$ cat config.mk
export PLATFORM = sky130hd
export DESIGN_NAME = pcq_cmd_fifo
export DESIGN_NICKNAME = d
export VERILOG_FILES = /design/src/design/pcq_pkg.sv /design/src/design/pcq_cmd_fifo.sv
export SDC_FILE = /design/constraint.sdc
export NUM_CORES = 1
export LEC_CHECK = 0
export BUFFER_PORTS_ARGS = -buffer_cell sky130_fd_sc_hd__buf_2
export CELL_PAD_IN_SITES_DETAIL_PLACEMENT = 0
export CELL_PAD_IN_SITES_GLOBAL_PLACEMENT = 1
export CORE_ASPECT_RATIO = 0.75
export CORE_UTILIZATION = 40
export CTS_BUF_LIST = sky130_fd_sc_hd__clkbuf_2 sky130_fd_sc_hd__clkbuf_4 sky130_fd_sc_hd__clkbuf_8
export DETAILED_ROUTE_END_ITERATION = 10
export PLACE_DENSITY_LB_ADDON = 0.08
export SLEW_MARGIN = 20
export SYNTH_ARGS = -nofsm -noshare
export SYNTH_HDL_FRONTEND = slang
export SYNTH_SLANG_ARGS = --single-unit
$ cat constraint.sdc
create_clock -name clk_i -period 5.05 [get_ports clk_i]
set_input_delay 0.2525 -clock clk_i [delete_from_list [all_inputs] [get_ports clk_i]]
set_output_delay 0.2525 -clock clk_i [all_outputs]
set_load 0.005 [all_outputs]
$ cat src/design/pcq_pkg.sv
`default_nettype none

package pcq_pkg;

  // Indexes of the configuration registers.
  typedef logic [1:0] pcq_cfg_idx_t;
  localparam pcq_cfg_idx_t CFG_FRAME_WIDTH  = 2'd0;
  localparam pcq_cfg_idx_t CFG_FRAME_HEIGHT = 2'd1;

  localparam int unsigned CFG_DATA_W = 9;

  localparam logic [8:0] FRAME_WIDTH_RST  = 9'd80;
  localparam logic [7:0] FRAME_HEIGHT_RST = 8'd24;

  typedef struct packed {
    logic [7:0] column;
    logic [6:0] row;
    logic [7:0] color_index;
    logic       changed;
    logic       frame_end;
  } pcq_cmd_t;

endpackage

`default_nettype wire

$ cat src/design/pcq_cmd_fifo.sv
`default_nettype none

module pcq_cmd_fifo
  import pcq_pkg::*;
(
  input  wire logic     clk_i,
  input  wire logic     rst_ni,
  input  wire logic     push_i,
  input  wire pcq_cmd_t push_data_i,
  input  wire logic     pop_i,
  output pcq_cmd_t      head_o,
  output logic          not_empty_o,
  output logic [1:0]    count_o
);

  localparam logic [1:0] LastSlot = 2'd2;

  pcq_cmd_t   slot_q [3];
  logic [1:0] wr_ptr_q, wr_ptr_d;
  logic [1:0] rd_ptr_q, rd_ptr_d;
  logic [1:0] count_q, count_d;
  logic       do_pop;

  assign do_pop = pop_i && (count_q != 2'd0);

  always_comb begin
    wr_ptr_d = wr_ptr_q;
    rd_ptr_d = rd_ptr_q;
    count_d  = count_q;
    if (push_i) begin
      wr_ptr_d = (wr_ptr_q == LastSlot) ? 2'd0 : wr_ptr_q + 2'd1;
    end
    if (do_pop) begin
      rd_ptr_d = (rd_ptr_q == LastSlot) ? 2'd0 : rd_ptr_q + 2'd1;
    end
    if (push_i && !do_pop) begin
      count_d = count_q + 2'd1;
    end else if (!push_i && do_pop) begin
      count_d = count_q - 2'd1;
    end
  end

  always_ff @(posedge clk_i or negedge rst_ni) begin
    if (!rst_ni) begin
      wr_ptr_q <= 2'd0;
      rd_ptr_q <= 2'd0;
      count_q  <= 2'd0;
    end else begin
      wr_ptr_q <= wr_ptr_d;
      rd_ptr_q <= rd_ptr_d;
      count_q  <= count_d;
    end
  end

  always_ff @(posedge clk_i) begin
    if (push_i) begin
      slot_q[wr_ptr_q] <= push_data_i;
    end
  end

  assign head_o      = slot_q[rd_ptr_q];
  assign not_empty_o = (count_q != 2'd0);
  assign count_o     = count_q;

  assert property (@(posedge clk_i) disable iff (!rst_ni)
    (count_q == 2'd3 && !pop_i) |-> !push_i)
    else $error("Command queue overflow.");

  assert property (@(posedge clk_i) disable iff (!rst_ni)
    (push_i && !do_pop) |=> (count_q == $past(count_q) + 2'd1))
    else $error("Command queue count lost a push.");

endmodule

`default_nettype wire

After elaboration in Yosys (flattened, before gate mapping)
Memories as Yosys holds them, arrays and structs flattened. Cells that the tools add are included.

Flip-flop bits (word level): 6. Memories: 1. Output and inout port bits: 28. Word-level logic and storage cells: 23. RAM bits: 75. Input bits: 29.

Memories: slot_q (depth 3, bits a word 25, rd ports 1, clocked after memory_dff 0, write ports 1, line pcq_cmd_fifo.sv:18) `pcq_cmd_t slot_q [3];`.

Equal/unequal tests: 2. Reduce and logical (&&, ||, !) cells: 7. Add/sub/neg operators: 4. Muxes and demuxes: 6.

Operator list (count): 2-bit 2-to-1 mux (4); 2-bit by 1-bit adder with 2-bit output (second input constant) (3); 2-bit == test (second input constant) (2); 2-bit nonzero test (2); 1-bit logical AND (3); 1-bit zero test (2); 1-bit 2-to-1 mux (2); 2-bit by 1-bit subtractor with 2-bit output (second input constant) (1).

Depth between registers and ports, before layout
Depth in word-level cells: 5. Gate-level depth with buffers: 5. Depth with buffers taken out: 5.

Worst setup path before layout
Ideal clock, no wire load.

Kind: register to register. From: register wr_ptr_q[0]. To: memory slot_q[2][0] (netlist name), enable pin. Cell stages (with the launch flop): 2. Path slack: 2307 ps. Data required time: 4606 ps. Clock period less this slack: 2743 ps. Data arrival time: 2300 ps. Buffers on the path: 0. Cells stage by stage: dfrtp_1 > nor3b_1.

RTL lines: start, declared (line pcq_cmd_fifo.sv:19) `logic [1:0] wr_ptr_q, wr_ptr_d;`; start signal, assigned (line pcq_cmd_fifo.sv:49) `wr_ptr_q <= wr_ptr_d;`; end, declared (line pcq_cmd_fifo.sv:18).

No word-level cell before the write port.

==> metrics.md <==
| Metric | Value |
|---|---|
| Main combinational cell family by area after synthesis | `multiplexers` |
| Chip Height | `78.0 µm` |
| Cts bufs inserted | `9` |
| # fillers | `673` |
| Synth Area in Compound Gates | `5.37%` |
| FP Rows | `27` |
| CTS clk-pin slew, worst paths | `0.08 ns` |
| Avg Cell Area, Syn | `16.7 µm²` |
| Gate count of the mapped netlist | `184` |
| Number of setup buffers added after CTS | `0` |
| Outcome | `finished clean` |
| CP endpoint kind | `output port` |
| Max Cap Viol | `0` |
| Commonest non-fill, non-tap cell in the layout | `edfxtp_1` |
| Drt via density | `4.60` |
| Synth unique cells | `21` |
| Crit path launch type | `flop` |
| DRC | `0` |
| Synthesis Warnings | `0` |
| P_int | `1.34 mW` |
| Cell leakage power | `1.36 nW` |
| First-pass GRT wire length | `7780 µm` |
| Core ar. | `7400 µm²` |
| Vias in the first global route | `1,516` |
| Fmax | `479 MHz` |
| DR iter-0 viols | `44` |
| Final WL | `4930 µm` |
| Nets | `275` |
| Slowest-stage cell, CP | `dfrtp_2` |
| N_diodes | `0` |
| Syn Std Cell Area | `3080 µm²` |
| Critical path arrival | `1.84 ns` |
| Max_slew headroom | `42.7%` |
| Slowest Stage Delay on Critical Path | `0.91 ns` |
| Pre-CTS WS | `2.90 ns` |
| Comb pwr share | `24.1%` |
| Period utilization | `41.3%` |
| Grt ovf | `0` |
| Share of cells above drive strength 1 | `31.7%` |
| Placed cell areas | `3440 µm²` |
| Worst endpoint required time | `4.80 ns` |
| Hold Path Class | `in -> reg` |
| Gpl congestion | `0.665` |
| DR vias | `1,611` |
| Post-layout min period | `2.09 ns` |
| Pwr Total | `1.91 mW` |
| Worst-skew pair later-pin latency | `0.34 ns` |
| Synth Net Count | `214` |
| Sink Count | `81` |
| Max FO, Critical Path | `28` |
| Hold Vio Cnt, Final | `0` |
| PD cells | `525 nW/µm²` |
| Htree depth | `3` |
| Cts hold-fix bufs | `1` |
| Seq pwr share | `53.3%` |
| FF+latch count, synth | `81` |
| Clk_skew | `0.00878 ns` |
| Worst Tran Pin Value | `0.860 ns` |
| Fraction of synthesized cell area in xor and xnor cells | `0.854%` |
| Antenna violations before repair | `0` |
| Die Width | `103 µm` |
| Initial core utilization | `41.6%` |
| Endpoints failing setup | `0` |
| Synthesis-to-layout area growth | `18.1%` |
| Adder-Cell Fraction of Synth Area | `0.407%` |
| Resized cells post-CTS | `0` |
| Total track usage | `13.7%` |
| Max IR drop VDD | `0.208 mV` |
| Router iterations before antenna repair | `4` |
| TritonCTS clock tree | `done` |
| Max-slew violations | `0` |
| Critical path, cell by cell | `mux2i_1, o21ai_0, buf_2` |
| CP Class | `reg -> out` |
| Switch share | `30.1%` |
| Seq/Total Area, Yosys | `78.0%` |
| DP HPWL | `2890 µm` |
| Post-route ant nets | `0` |
| DIE AREA | `8050 µm²` |
| Per-cell routed wire length | `14.1 µm` |
| Post-Layout Inst Area | `3640 µm²` |
| Worst setup margin | `2.96 ns` |
| Placed cell count | `334` |
| Part of the power in the clock network | `22.6%` |
| CTS root buffer | `clkbuf_8` |
| IO Count | `57` |
| Port Buf Inserts | `56` |
| Most frequent cells in the layout | `75 x edfxtp_1, 56 x buf_2, 27 x nand2_1` |
| Synth Area in Simple Gates | `4.51%` |
| Setup TNS | `0 ns` |
| Mux cell area share after synthesis | `8.13%` |
| RSZ-0062 raised after global routing | `no` |
| Net Sw Power | `575 µW` |
| CTS max path bufs | `2` |
| Post-Layout Cell Count | `350` |
| Largest net degree at the start of global routing | `54` |
-- state kept, by name, indices dropped and copies added, names as in the netlist --
name	cells
count_o	2
rd_ptr_q	2
slot_q	75
wr_ptr_q	2
-- worst paths after layout --
kind	start	end	slack [ns]	depth (start not counted)
max	rd_ptr_q[0]	head_o[23]	2.96	3
min	push_data_i[3]	slot_q[0][3]	0.11	1
max reg2reg	wr_ptr_q[1]	slot_q[0][10]	3.31	2
min reg2reg	count_o[1]	count_o[1]	0.52	1
max in group asynchronous	rst_ni	rd_ptr_q[0]	4.63	2
min in group asynchronous	rst_ni	count_o[0]	0.27	2
-- cells in the mapped netlist --
master     n  area [µm²]
o21ai_0    8        40.0
dfrtp_1    6         150
buf_6      1        11.3
edfxtp_1  75        2250
nand2b_1   1        6.26
clkbuf_1   2        7.51
o21ai_1   17        85.1
nand2_1   27         101
mux2i_1   25         250
xor2_1     2        17.5
a21o_1     3        22.5
or2_2      1        6.26
xnor2_1    1        8.76
inv_1      1        3.75
buf_12     2        40.0
ha_1       1        12.5
nor3b_1    1        7.51
buf_2      4        20.0
nor2_1     2        7.51
nor3_1     2        10.0
o21ai_2    2        17.5
-- layer usage --
metal  GRT usage (%)  share of wire [%]  vias to the layer above
met4            4.65                1.5                        0
met5               0                  0                        -
met3            6.58                6.3                        7
li1                -                  -                      805
met2            19.7                 45                       45
met1            18.1                 47                      754
-- worst max-delay path, delay by kind of cell, from the launching register on --
kind,cells,cell delay [ns]
flip-flops,1,0.91
AO/OA/AOI/OAI,1,0.26
buffers and inverters,1,0.17
multiplexers,1,0.15
-- area by class of cell --
type                    instances  area (µm²)  share of cell area, %
clock buffers                  10         131                   3.61
clock inverters                 5        47.5                   1.31
inverters                       1        3.75                  0.103
multi-input cells              93         617                   17.0
flip-flops and latches         81        2400                   66.1
well taps                     101         126                   3.48
repair buffers                 59         305                   8.40
-- power groups by stage --
stage	sequential [mW]	combinational, mW	clock, mW
2_1_floorplan	0.919	0.398	0
3_3_place_gp	1.04	0.469	0
3_5_place_dp	1.04	0.472	0
4_1_cts	1.03	0.476	0.447
5_1_grt	1.04	0.530	0.474
6_report	1.02	0.461	0.431
-- per-stage QoR --
| step | hold slack (ns) | utilization [%] |
|---|---|---|
| 2_1_floorplan | -0.0431 | - |
| 3_3_place_gp | 0.0895 | 46.5 |
| 3_5_place_dp | 0.0898 | 46.5 |
| 4_1_cts | 0.0836 | 49.1 |
| 5_1_grt | 0.0828 | 49.1 |
| 6_report | 0.107 | 49.1 |
-- cells by family (layout without fill, tap and decap cells) --
kind of cell | after synthesis | in the layout
AO/OA/AOI/OAI | 30 | 30
XOR/XNOR | 3 | 3
adder cells (fa/ha/maj) | 1 | 1
buffers and inverters | 10 | 75
flip-flops | 81 | 81
multiplexers | 25 | 25
AND/OR/NAND/NOR | 34 | 34
No activity file was read; power rests on OpenSTA's default activity.
